`src/rtl/amcd_pkg.sv`:
```
// Package for the AVI movi chunk demultiplexer: parse phases, result codes,
// result and push types. No dependencies.
package amcd_pkg;

    typedef enum logic [1:0] {
        PH_HEADER = 2'd0,
        PH_PASS   = 2'd1,
        PH_SKIP   = 2'd2,
        PH_PAD    = 2'd3
    } amcd_phase_t;

    localparam logic [1:0] WHAT_BYTE  = 2'd0;
    localparam logic [1:0] WHAT_EMPTY = 2'd1;
    localparam logic [1:0] WHAT_END   = 2'd2;

    localparam logic       TYPE_VIDEO = 1'b0;
    localparam logic       TYPE_AUDIO = 1'b1;

    localparam logic [7:0] CHAR_D = 8'h64;
    localparam logic [7:0] CHAR_C = 8'h63;
    localparam logic [7:0] CHAR_B = 8'h62;
    localparam logic [7:0] CHAR_W = 8'h77;

    localparam logic [31:0] MAX_CHUNK_RESET = 32'd102400;

    localparam int          PADDR_W     = 3;
    localparam logic        REG_MAX_SEL = 1'b0;

    typedef struct packed {
        logic [1:0]  what;
        logic        stream_type;
        logic [7:0]  data_out;
        logic [31:0] chunk_bytes;
        logic        first_of_chunk;
        logic        last_of_chunk;
    } amcd_result_t;

    typedef struct packed {
        logic [1:0]   count;
        amcd_result_t r0;
        amcd_result_t r1;
    } amcd_push_t;

endpackage

```
`src/rtl/amcd_parser.sv`:
```
// Chunk header parser and payload tagger: holds the parse state and turns one
// byte into up to two results. Depends on amcd_pkg.
module amcd_parser (
    input  logic                 aclk,
    input  logic                 aresetn,
    input  logic                 fire,
    input  logic [7:0]           in_byte,
    input  logic                 in_end,
    input  logic [31:0]          max_chunk_bytes,
    output amcd_pkg::amcd_push_t push
);
    import amcd_pkg::*;

    logic [63:0]  header_shift_reg, header_shift_next;
    logic [2:0]   header_count_reg, header_count_next;
    amcd_phase_t  phase_reg, phase_next;
    logic [31:0]  bytes_left_reg, bytes_left_next;
    logic         chunk_type_reg, chunk_type_next;
    logic [31:0]  chunk_length_reg, chunk_length_next;
    logic         pad_pending_reg, pad_pending_next;

    logic [63:0]  shift_new;
    logic [7:0]   c3, c4;
    logic [31:0]  size;
    logic         video, audio, keep;
    amcd_result_t res_a, res_end;
    logic         has_a;

    assign shift_new = {in_byte, header_shift_reg[63:8]};
    assign c3        = shift_new[23:16];
    assign c4        = shift_new[31:24];
    assign size      = shift_new[63:32];
    assign video     = (c3 == CHAR_D) && ((c4 == CHAR_C) || (c4 == CHAR_B));
    assign audio     = (c3 == CHAR_W) && (c4 == CHAR_B);
    assign keep      = (size <= max_chunk_bytes) && (video || audio);

    always_comb begin
        header_shift_next = header_shift_reg;
        header_count_next = header_count_reg;
        phase_next        = phase_reg;
        bytes_left_next   = bytes_left_reg;
        chunk_type_next   = chunk_type_reg;
        chunk_length_next = chunk_length_reg;
        pad_pending_next  = pad_pending_reg;
        res_a             = '0;
        has_a             = 1'b0;
        res_end           = '0;
        res_end.what      = WHAT_END;
        push              = '0;

        unique case (phase_reg)
            PH_HEADER: begin
                header_shift_next = shift_new;
                if (header_count_reg == 3'd7) begin
                    header_count_next = 3'd0;
                    chunk_length_next = size;
                    pad_pending_next  = size[0];
                    bytes_left_next   = size;
                    if (keep) begin
                        chunk_type_next = audio ? TYPE_AUDIO : TYPE_VIDEO;
                    end
                    if (size == 32'd0) begin
                        if (keep) begin
                            has_a                = 1'b1;
                            res_a.what           = WHAT_EMPTY;
                            res_a.stream_type    = chunk_type_next;
                            res_a.first_of_chunk = 1'b1;
                            res_a.last_of_chunk  = 1'b1;
                        end
                        phase_next = PH_HEADER;
                    end else begin
                        phase_next = keep ? PH_PASS : PH_SKIP;
                    end
                end else begin
                    header_count_next = header_count_reg + 3'd1;
                end
            end
            PH_PASS: begin
                has_a                = 1'b1;
                res_a.what           = WHAT_BYTE;
                res_a.stream_type    = chunk_type_reg;
                res_a.data_out       = in_byte;
                res_a.chunk_bytes    = chunk_length_reg;
                res_a.first_of_chunk = (bytes_left_reg == chunk_length_reg);
                res_a.last_of_chunk  = (bytes_left_reg == 32'd1);
                bytes_left_next      = bytes_left_reg - 32'd1;
                if (bytes_left_reg == 32'd1) begin
                    phase_next = pad_pending_reg ? PH_PAD : PH_HEADER;
                end
            end
            PH_SKIP: begin
                bytes_left_next = bytes_left_reg - 32'd1;
                if (bytes_left_reg == 32'd1) begin
                    phase_next = pad_pending_reg ? PH_PAD : PH_HEADER;
                end
            end
            PH_PAD: begin
                pad_pending_next = 1'b0;
                phase_next       = PH_HEADER;
            end
            default: begin
                phase_next = PH_HEADER;
            end
        endcase

        if (in_end) begin
            header_shift_next = '0;
            header_count_next = 3'd0;
            phase_next        = PH_HEADER;
            bytes_left_next   = '0;
            pad_pending_next  = 1'b0;
        end

        if (has_a) begin
            push.r0    = res_a;
            push.r1    = res_end;
            push.count = in_end ? 2'd2 : 2'd1;
        end else begin
            push.r0    = res_end;
            push.count = in_end ? 2'd1 : 2'd0;
        end
        if (!fire) begin
            push.count = 2'd0;
        end
    end

    always_ff @(posedge aclk) begin
        if (!aresetn) begin
            header_shift_reg <= '0;
            header_count_reg <= '0;
            phase_reg        <= PH_HEADER;
            bytes_left_reg   <= '0;
            chunk_type_reg   <= 1'b0;
            chunk_length_reg <= '0;
            pad_pending_reg  <= 1'b0;
        end else if (fire) begin
            header_shift_reg <= header_shift_next;
            header_count_reg <= header_count_next;
            phase_reg        <= phase_next;
            bytes_left_reg   <= bytes_left_next;
            chunk_type_reg   <= chunk_type_next;
            chunk_length_reg <= chunk_length_next;
            pad_pending_reg  <= pad_pending_next;
        end
    end

endmodule

```
`src/rtl/amcd_out_fifo.sv`:
```
// Result queue: four entries, takes up to two results a cycle, hands out one.
// Depends on amcd_pkg.
module amcd_out_fifo (
    input  logic                   aclk,
    input  logic                   aresetn,
    input  amcd_pkg::amcd_push_t   push,
    input  logic                   pop_ready,
    output logic                   head_valid,
    output amcd_pkg::amcd_result_t head,
    output logic                   room
);
    import amcd_pkg::*;

    amcd_result_t mem_reg [4];
    logic [1:0]   wr_ptr_reg, wr_ptr_next;
    logic [1:0]   rd_ptr_reg, rd_ptr_next;
    logic [2:0]   count_reg, count_next;
    logic         pop;
    logic [1:0]   wr_ptr_inc;

    assign head_valid = (count_reg != 3'd0);
    assign head       = mem_reg[rd_ptr_reg];
    assign room       = (count_reg <= 3'd2);
    assign pop        = head_valid && pop_ready;
    assign wr_ptr_inc = wr_ptr_reg + 2'd1;

    always_comb begin
        wr_ptr_next = wr_ptr_reg + push.count;
        rd_ptr_next = rd_ptr_reg + {1'b0, pop};
        count_next  = count_reg + {1'b0, push.count} - {2'b00, pop};
    end

    always_ff @(posedge aclk) begin
        if (push.count != 2'd0) begin
            mem_reg[wr_ptr_reg] <= push.r0;
        end
        if (push.count == 2'd2) begin
            mem_reg[wr_ptr_inc] <= push.r1;
        end
    end

    always_ff @(posedge aclk) begin
        if (!aresetn) begin
            wr_ptr_reg <= '0;
            rd_ptr_reg <= '0;
            count_reg  <= '0;
        end else begin
            wr_ptr_reg <= wr_ptr_next;
            rd_ptr_reg <= rd_ptr_next;
            count_reg  <= count_next;
        end
    end

endmodule

```
`src/rtl/avi_movi_chunk_demux_unit.sv`:
```
// Top level of the AVI movi chunk demultiplexer: input register, APB register,
// parser and result queue. Depends on amcd_pkg, amcd_parser, amcd_out_fifo.
//
// Channel  Dir  Handshake         Transaction
// s_       in   s_valid/s_ready   one movi list byte with list end mark
// m_       out  m_valid/m_ready   one tagged byte, empty chunk or end result
// apb      in   psel/penable      write/read of max_chunk_bytes
//
// One byte per cycle while the result queue has room; a transaction's results
// pass through the input register, then the result queue, before they leave.
// A byte marked as list end after payload adds a second result, so input
// stalls only when the four-entry result queue holds three or more results.
// Reset is synchronous and active low; max_chunk_bytes resets to 102400.
module avi_movi_chunk_demux_unit (
    input  logic                          aclk,
    input  logic                          aresetn,
    input  logic                          s_valid,
    output logic                          s_ready,
    input  logic [7:0]                    s_data_byte,
    input  logic                          s_list_end,
    output logic                          m_valid,
    input  logic                          m_ready,
    output logic [1:0]                    m_what,
    output logic                          m_stream_type,
    output logic [7:0]                    m_data_out,
    output logic [31:0]                   m_chunk_bytes,
    output logic                          m_first_of_chunk,
    output logic                          m_last_of_chunk,
    input  logic                          psel,
    input  logic                          penable,
    input  logic                          pwrite,
    input  logic [amcd_pkg::PADDR_W-1:0]  paddr,
    input  logic [31:0]                   pwdata,
    output logic [31:0]                   prdata,
    output logic                          pready
);
    import amcd_pkg::*;

    logic         in_valid_reg;
    logic [7:0]   in_byte_reg;
    logic         in_end_reg;
    logic [31:0]  max_chunk_reg;
    logic         fire;
    logic         room;
    amcd_push_t   push;
    amcd_result_t head;

    assign pready  = 1'b1;
    assign prdata  = (paddr[PADDR_W-1] == REG_MAX_SEL) ? max_chunk_reg : 32'd0;
    assign fire    = in_valid_reg && room;
    assign s_ready = !in_valid_reg || fire;

    always_ff @(posedge aclk) begin
        if (!aresetn) begin
            max_chunk_reg <= MAX_CHUNK_RESET;
        end else if (psel && penable && pwrite && (paddr[PADDR_W-1] == REG_MAX_SEL)) begin
            max_chunk_reg <= pwdata;
        end
    end

    always_ff @(posedge aclk) begin
        if (!aresetn) begin
            in_valid_reg <= 1'b0;
        end else if (s_valid && s_ready) begin
            in_valid_reg <= 1'b1;
        end else if (fire) begin
            in_valid_reg <= 1'b0;
        end
    end

    always_ff @(posedge aclk) begin
        if (s_valid && s_ready) begin
            in_byte_reg <= s_data_byte;
            in_end_reg  <= s_list_end;
        end
    end

    amcd_parser u_parser (
        .aclk            (aclk),
        .aresetn         (aresetn),
        .fire            (fire),
        .in_byte         (in_byte_reg),
        .in_end          (in_end_reg),
        .max_chunk_bytes (max_chunk_reg),
        .push            (push)
    );

    amcd_out_fifo u_out_fifo (
        .aclk       (aclk),
        .aresetn    (aresetn),
        .push       (push),
        .pop_ready  (m_ready),
        .head_valid (m_valid),
        .head       (head),
        .room       (room)
    );

    assign m_what           = head.what;
    assign m_stream_type    = head.stream_type;
    assign m_data_out       = head.data_out;
    assign m_chunk_bytes    = head.chunk_bytes;
    assign m_first_of_chunk = head.first_of_chunk;
    assign m_last_of_chunk  = head.last_of_chunk;

endmodule
```
`config.mk`:
```
export PLATFORM = sky130hd
export DESIGN_NAME = avi_movi_chunk_demux_unit
export DESIGN_NICKNAME = d
export VERILOG_FILES = /design/src/rtl/amcd_pkg.sv /design/src/rtl/amcd_parser.sv /design/src/rtl/amcd_out_fifo.sv /design/src/rtl/avi_movi_chunk_demux_unit.sv
export SDC_FILE = /design/constraint.sdc
export NUM_CORES = 1
export LEC_CHECK = 0
export ABC_CLOCK_PERIOD_IN_PS = 4200
export BUFFER_PORTS_ARGS = -buffer_cell sky130_fd_sc_hd__buf_2
export CORE_AREA = 4 4 164 166
export DETAILED_ROUTE_END_ITERATION = 16
export DIE_AREA = 0 0 168 170
export HOLD_SLACK_MARGIN = 0.05
export PLACE_DENSITY = 0.79
export SETUP_SLACK_MARGIN = 0.15
export SLEW_MARGIN = 15
export SYNTH_ARGS = -nofsm -noshare
export SYNTH_HDL_FRONTEND = slang
export SYNTH_SLANG_ARGS = --single-unit
```
`constraint.sdc`:
```
create_clock -name aclk -period 4.2 [get_ports aclk]
set_input_delay 0.63 -clock aclk [delete_from_list [all_inputs] [get_ports aclk]]
set_output_delay 0.63 -clock aclk [all_outputs]
set_load 0.005 [all_outputs]
```
; ---- After elaboration in Yosys (flattened, before gate mapping)
; Memories as Yosys holds them, arrays and structs flattened. A register that Yosys moved wholly into a read port is not among the register bits.
; Cells that the tools add are included.
; Widths: inputs -> output; s select.
[word_totals]
register_bits = 184
word_cells = 111
in_bits = 51
mem_count = 1
ramBits = 180
out_inout_bits = 80
[op_classes]
n_eq_ne = 13
addsub = 7
n_lt_le_gt_ge = 2
n_reduce_logical = 27
muxes = 46
n_bitwise = 1
[mem_list]
columns = name, words, word_bits, read_ports, rd_clocked_by_memory_dff, wr, line_no
row1 = u_out_fifo.mem_reg, 4, 45, 1, 1, 2, amcd_out_fifo.sv:14  ; amcd_result_t mem_reg [4];
[ops]
columns = op, n
row1 = $mux 64, 2
row2 = $mux 32, 3
row3 = $pmux 32 s2, 1
row4 = $mux 47, 1
row5 = $mux 45, 1
row6 = $mux 40, 1
row7 = $eq 32x1->1 const B, 1
row8 = $eq 32x32->1, 1
row9 = $eq 8x7->1 const B, 4
row10 = $le 32x32->1, 1
row11 = $logic_not 32->1, 1
row12 = $sub 32x1->32 const B, 1
row13 = $mux 2, 13
row14 = $mux 3, 5
row15 = $mux 1, 14
row16 = $reduce_and 3->1, 4
row17 = $logic_and 1x1->1, 9
row18 = $reduce_bool 3->1, 3
row19 = $eq 2x2->1 const B, 3
row20 = $pmux 2 s3, 1
row21 = $pmux 3 s2, 1
row22 = $reduce_bool 2->1, 3
row23 = $pmux 1 s2, 2
row24 = $pmux 2 s2, 1
row25 = 17 further kinds, 19

; ---- Depth between registers and ports, before layout
[depth]
ltp_word = 15
mapped_depth = 18
mapped_depth_nobuf = 18

; ---- Cells and area by module
; A second synthesis with hierarchy kept.
[hier_totals]
cells_unflattened = 1583
hier_area_um2 = 18770.5
[modules_own_cells]
columns = mod, seq_area_each_um2, area_each_um2, cells_per_inst, n_inst
row1 = amcd_out_fifo, 5545.3, 9659.3, 480, 1
row2 = amcd_parser, 2222.1, 7236.9, 911, 1
row3 = avi_movi_chunk_demux_unit, 930.9, 1874.3, 192, 1

; ---- Least setup slack after synthesis
; Ideal clock, no wire load.
[synth_timing]
path_kind = register -> register
startpoint = register in_byte_reg[3]
endpoint = memory u_out_fifo.mem_reg[1][44] in the netlist's numbering, enable pin
stages_incl_launch_ff = 16
required_ps = 3961
slack_ps = 342
arrival_time_ps = 3619
setup_time_ps = 239
synth_period_minus_slack_ps = 3858
path_buffers = 3
path_cell_list = edfxtp_1 -> ha_1 -> nand4_1 -> or4_1 -> nor4_2 -> a41o_4 -> a31oi_4 -> inv_2 -> ha_1 -> o211ai_1 -> nand2b_1 -> clkbuf_1 -> and2_1 -> clkbuf_1 -> buf_2 -> inv_2
[synth_rtl]
columns = element, line_no
row1 = from (decl), avi_movi_chunk_demux_unit.sv:40  ; logic [7:0] in_byte_reg;
row2 = from (signal assigned), avi_movi_chunk_demux_unit.sv:73  ; in_byte_reg <= s_data_byte;
row3 = to (decl), amcd_out_fifo.sv:14

==> key figures <==
STA
  • Fin crit period: 3.872 ns
  • Worst slew pin tran: 1.142 ns
  • Endpoints failing setup: 0
  • RSZ-0062 raised after global routing: no
  • Slew Limit Fails: 0
  • Max_slew headroom: 23.83%
  • Clock skew: 0.01331 ns
  • Final period util: 92.19%
  • Setup TNS: 0 ns
  • Fmax: 258.3 MHz
  • Final Hold Vio Count: 0

Yosys
  • EDFF count, synth: 13
  • Synthesized area: 15020 µm²
  • Count leader, synth: nand2_1
  • Dominant synthesized flop cell: dfxtp_1
  • Area share of the largest cell type after synthesis: 43.58%
  • Net count after synthesis: 1822
  • Synth Area in Compound Gates: 16.97%
  • Leading area contributor after synthesis: dfxtp_1
  • Largest family of logic cells by synthesized area: simple AND/OR/NAND/NOR gates
  • Syn Area/Cell: 8.708 µm²
  • Post-synthesis sequential area ratio: 46.18%
  • Post-Synth XOR/XNOR Area: 2.449%
  • FFs w/ async S/R, synth: 0%
  • Yosys reg bits: 340
  • Top post-synthesis cells by area: dfxtp_1 (44%), nand2_1 (9.0%), mux4_2 (6.7%), o21ai_1 (6.7%), a21oi_1 (4.0%)
  • Synth cell count leaders: nand2_1 (361), dfxtp_1 (327), o21ai_1 (202), nor2_1 (121), a21oi_1 (120)
  • Synth Area in Simple Gates: 18.62%
  • Post-synthesis mux area share: 7.505%
  • Adder-Cell Fraction of Synth Area: 3.881%
  • Synth cell types: 72
  • Cell count after synthesis: 1725
  • Warnings, synthesis: 0

Die
  • DIE AREA: 28560 µm²
  • Die width: 168 µm
  • Ports: 131
  • DIE HEIGHT: 170 µm
  • Initial Utilization: 58.64%
  • Row cnt: 59
  • Core ar.: 25620 µm²

Final layout
  • Share of layout cells above drive strength 1: 17.17%
  • Area delta synth->final: 16.06%
  • Layout Utilization: 68.06%
  • Max reg flops: 180
  • Fillcell total: 2017
  • Nets: 1925
  • Diode count: 0

Hold path
  • Worst Hold End: in_byte_reg[1]$_DFFE_PP_
  • Min-delay src: s_data_byte[1]
  • Min-Delay Path Class: input port to register
  • Depth of the worst hold-timing path: 1

Placed design
  • DP HPWL: 26220 µm
  • PortBufs: 127
  • RD Place Congestion: 0.9240

Worst setup path
  • R2R depth: 14
  • R2r setup slk: 0.33 ns
  • WP data arrival: 4.31 ns
  • Crit path required time: 4.64 ns
  • Worst r2r src: u_parser.header_shift_reg[42]$_SDFFE_PN0P_
  • CP Capture Type: register
  • Crit path kind: register to register
  • Worst reg2reg endpoint: u_out_fifo.mem_reg[1][8]$_SDFFE_PP0P_
  • Crit path max fanout: 42
  • Startpoint Class: register

Clock network
  • CTS tree: built
  • H-tree levels: 2
  • Clk slew on worst S/H paths: 0.06 ns
  • Clock sink count: 340
  • Clk_lat worst skew: 0.52 ns
  • Clock root cell: clkbuf_16
  • Cts bufs inserted: 37
  • Clock Path Buffers: 3

Global routing
  • GRT Util Overall: 27.36%
  • First-pass GRT wire length: 64830 µm
  • Number of global-route vias before repair: 12.67k
  • Largest net degree at the start of global routing: 84
  • Initial antenna violation count: 0
  • Total gr overflow: 0

Routing
  • Number of remaining DRC errors: 0
  • Wirelength, routed: 39850 µm
  • 1st-iter DRT viols: 1238
  • Via Count: 12.92k
  • Routed vias/inst: 5.909
  • DR pass1 iterations: 6
  • Remaining antenna violation count: 0
  • Drt wl/cell: 18.22 µm

Job
  • Max-Cap Viols: 0

Power
  • Leak: 6.700 nW
  • Pwr dens: 435.0 nW/µm²
  • Worst vdd ir: 0.0003702 V

Run status
  • Outcome: completed
## worst max-delay path, cell delays in order (launching register included)
cell,delay (ns)
dfxtp_1,0.42
ha_1,0.34
nand4_1,0.09
or4_4,0.57
o31a_1,0.30
o41ai_4,0.12
a31oi_4,0.17
inv_2,0.08
ha_1,0.25
o211ai_1,0.49
nand2b_1,0.26
and2_1,0.22
buf_12,0.24
nand2_1,0.10
o21ai_1,0.09
## worst max path at each step
stage / slack, ns / end / cells after the start / start
4_1_cts: 0.22 / u_out_fifo.mem_reg[3][4]$_SDFFE_PP0P_ / 12 / in_byte_reg[5]$_DFFE_PP_
2_1_floorplan: 0.34 / u_out_fifo.mem_reg[1][44]$_DFFE_PP_ / 15 / in_byte_reg[3]$_DFFE_PP_
3_5_place_dp: 0.27 / u_out_fifo.count_reg[2]$_SDFF_PN0_ / 17 / in_byte_reg[5]$_DFFE_PP_
6_report: 0.33 / u_out_fifo.mem_reg[1][8]$_SDFFE_PP0P_ / 14 / u_parser.header_shift_reg[42]$_SDFFE_PN0P_
3_3_place_gp: 0.36 / u_out_fifo.count_reg[2]$_SDFF_PN0_ / 17 / in_byte_reg[3]$_DFFE_PP_
5_1_grt: 0.15 / u_out_fifo.count_reg[2]$_SDFF_PN0_ / 17 / u_parser.header_shift_reg[42]$_SDFFE_PN0P_
## area by class of cell
type / instances / area [µm²] / area share [%]
clock buffers: 53 / 1109 / 6.359
clock inverters: 10 / 131.4 / 0.7536
inverters: 53 / 201.4 / 1.155
multi-input cells: 1216 / 7488 / 42.95
flip-flops and latches: 340 / 6939 / 39.80
well taps: 335 / 419.2 / 2.404
repair buffers: 180 / 1146 / 6.574
## power breakdown
part | leakage (nW) | internal, mW | switching, mW
registers | 2.76 | 3.32 | 0.120
logic | 3.33 | 0.377 | 0.474
clock network | 0.612 | 2.01 | 1.28
total | 6.70 | 5.71 | 1.87
## through the flow
stage	total power [mW]	setup WS [ns]	area (µm²)	instances	hold slack [ns]
after floorplan	4.071	0.3419	15020	1725	0.4237
after global placement	4.311	0.3556	16140	2119	0.4299
after detailed placement	4.346	0.2680	16140	2119	0.4396
after CTS	7.609	0.2181	17380	2182	0.2719
after global routing	7.859	0.1531	17430	2187	0.2784
final	7.584	0.3282	17430	2187	0.2878
## kinds of logic after synthesis
logic type | count (synthesis)
flip-flops | 340
buffers and inverters | 169
multiplexers | 56
XOR/XNOR | 42
AO/OA/AOI/OAI | 444
AND/OR/NAND/NOR | 627
other | 1
adder cells (fa/ha/maj) | 46
## per-layer routing
layer | global-route usage, % | part of all wire, % | up-vias
met1 | 36.38 | 42 | 6119
met3 | 4.971 | 8.3 | 83
met2 | 45.37 | 47 | 524
li1 | - | - | 6198
met5 | 0 | 0 | -
met4 | 9.421 | 2.9 | 0
## cell usage in the layout (no fill, tap or decap), types with 4 or more instances in the layout
cell type	instances
a211oi_1	5
a21oi_1	118
a22oi_1	44
a31oi_1	11
a32oi_1	4
and2_1	10
and3_1	10
buf_12	9
buf_2	127
buf_4	44
clkbuf_1	6
clkbuf_16	39
clkbuf_8	8
clkinv_2	5
dfxtp_1	325
edfxtp_1	13
ha_1	45
inv_1	47
inv_2	5
mux2i_1	8
mux4_2	45
nand2_1	361
nand2b_1	9
nand3_1	12
nand4_1	10
nor2_1	121
nor2b_1	23
nor3_1	19
nor4_1	16
o211ai_1	10
o21ai_0	17
o21ai_1	201
o31ai_1	4
xnor2_1	7
xor2_1	34
## what timing repair did
item                       in CTS  in global routing
buffers inserted                0                  5
setup endpoints to repair       0                174
hold buffers                    0                  0
resized for setup               0                  3
(Power assumes the default switching activity.)
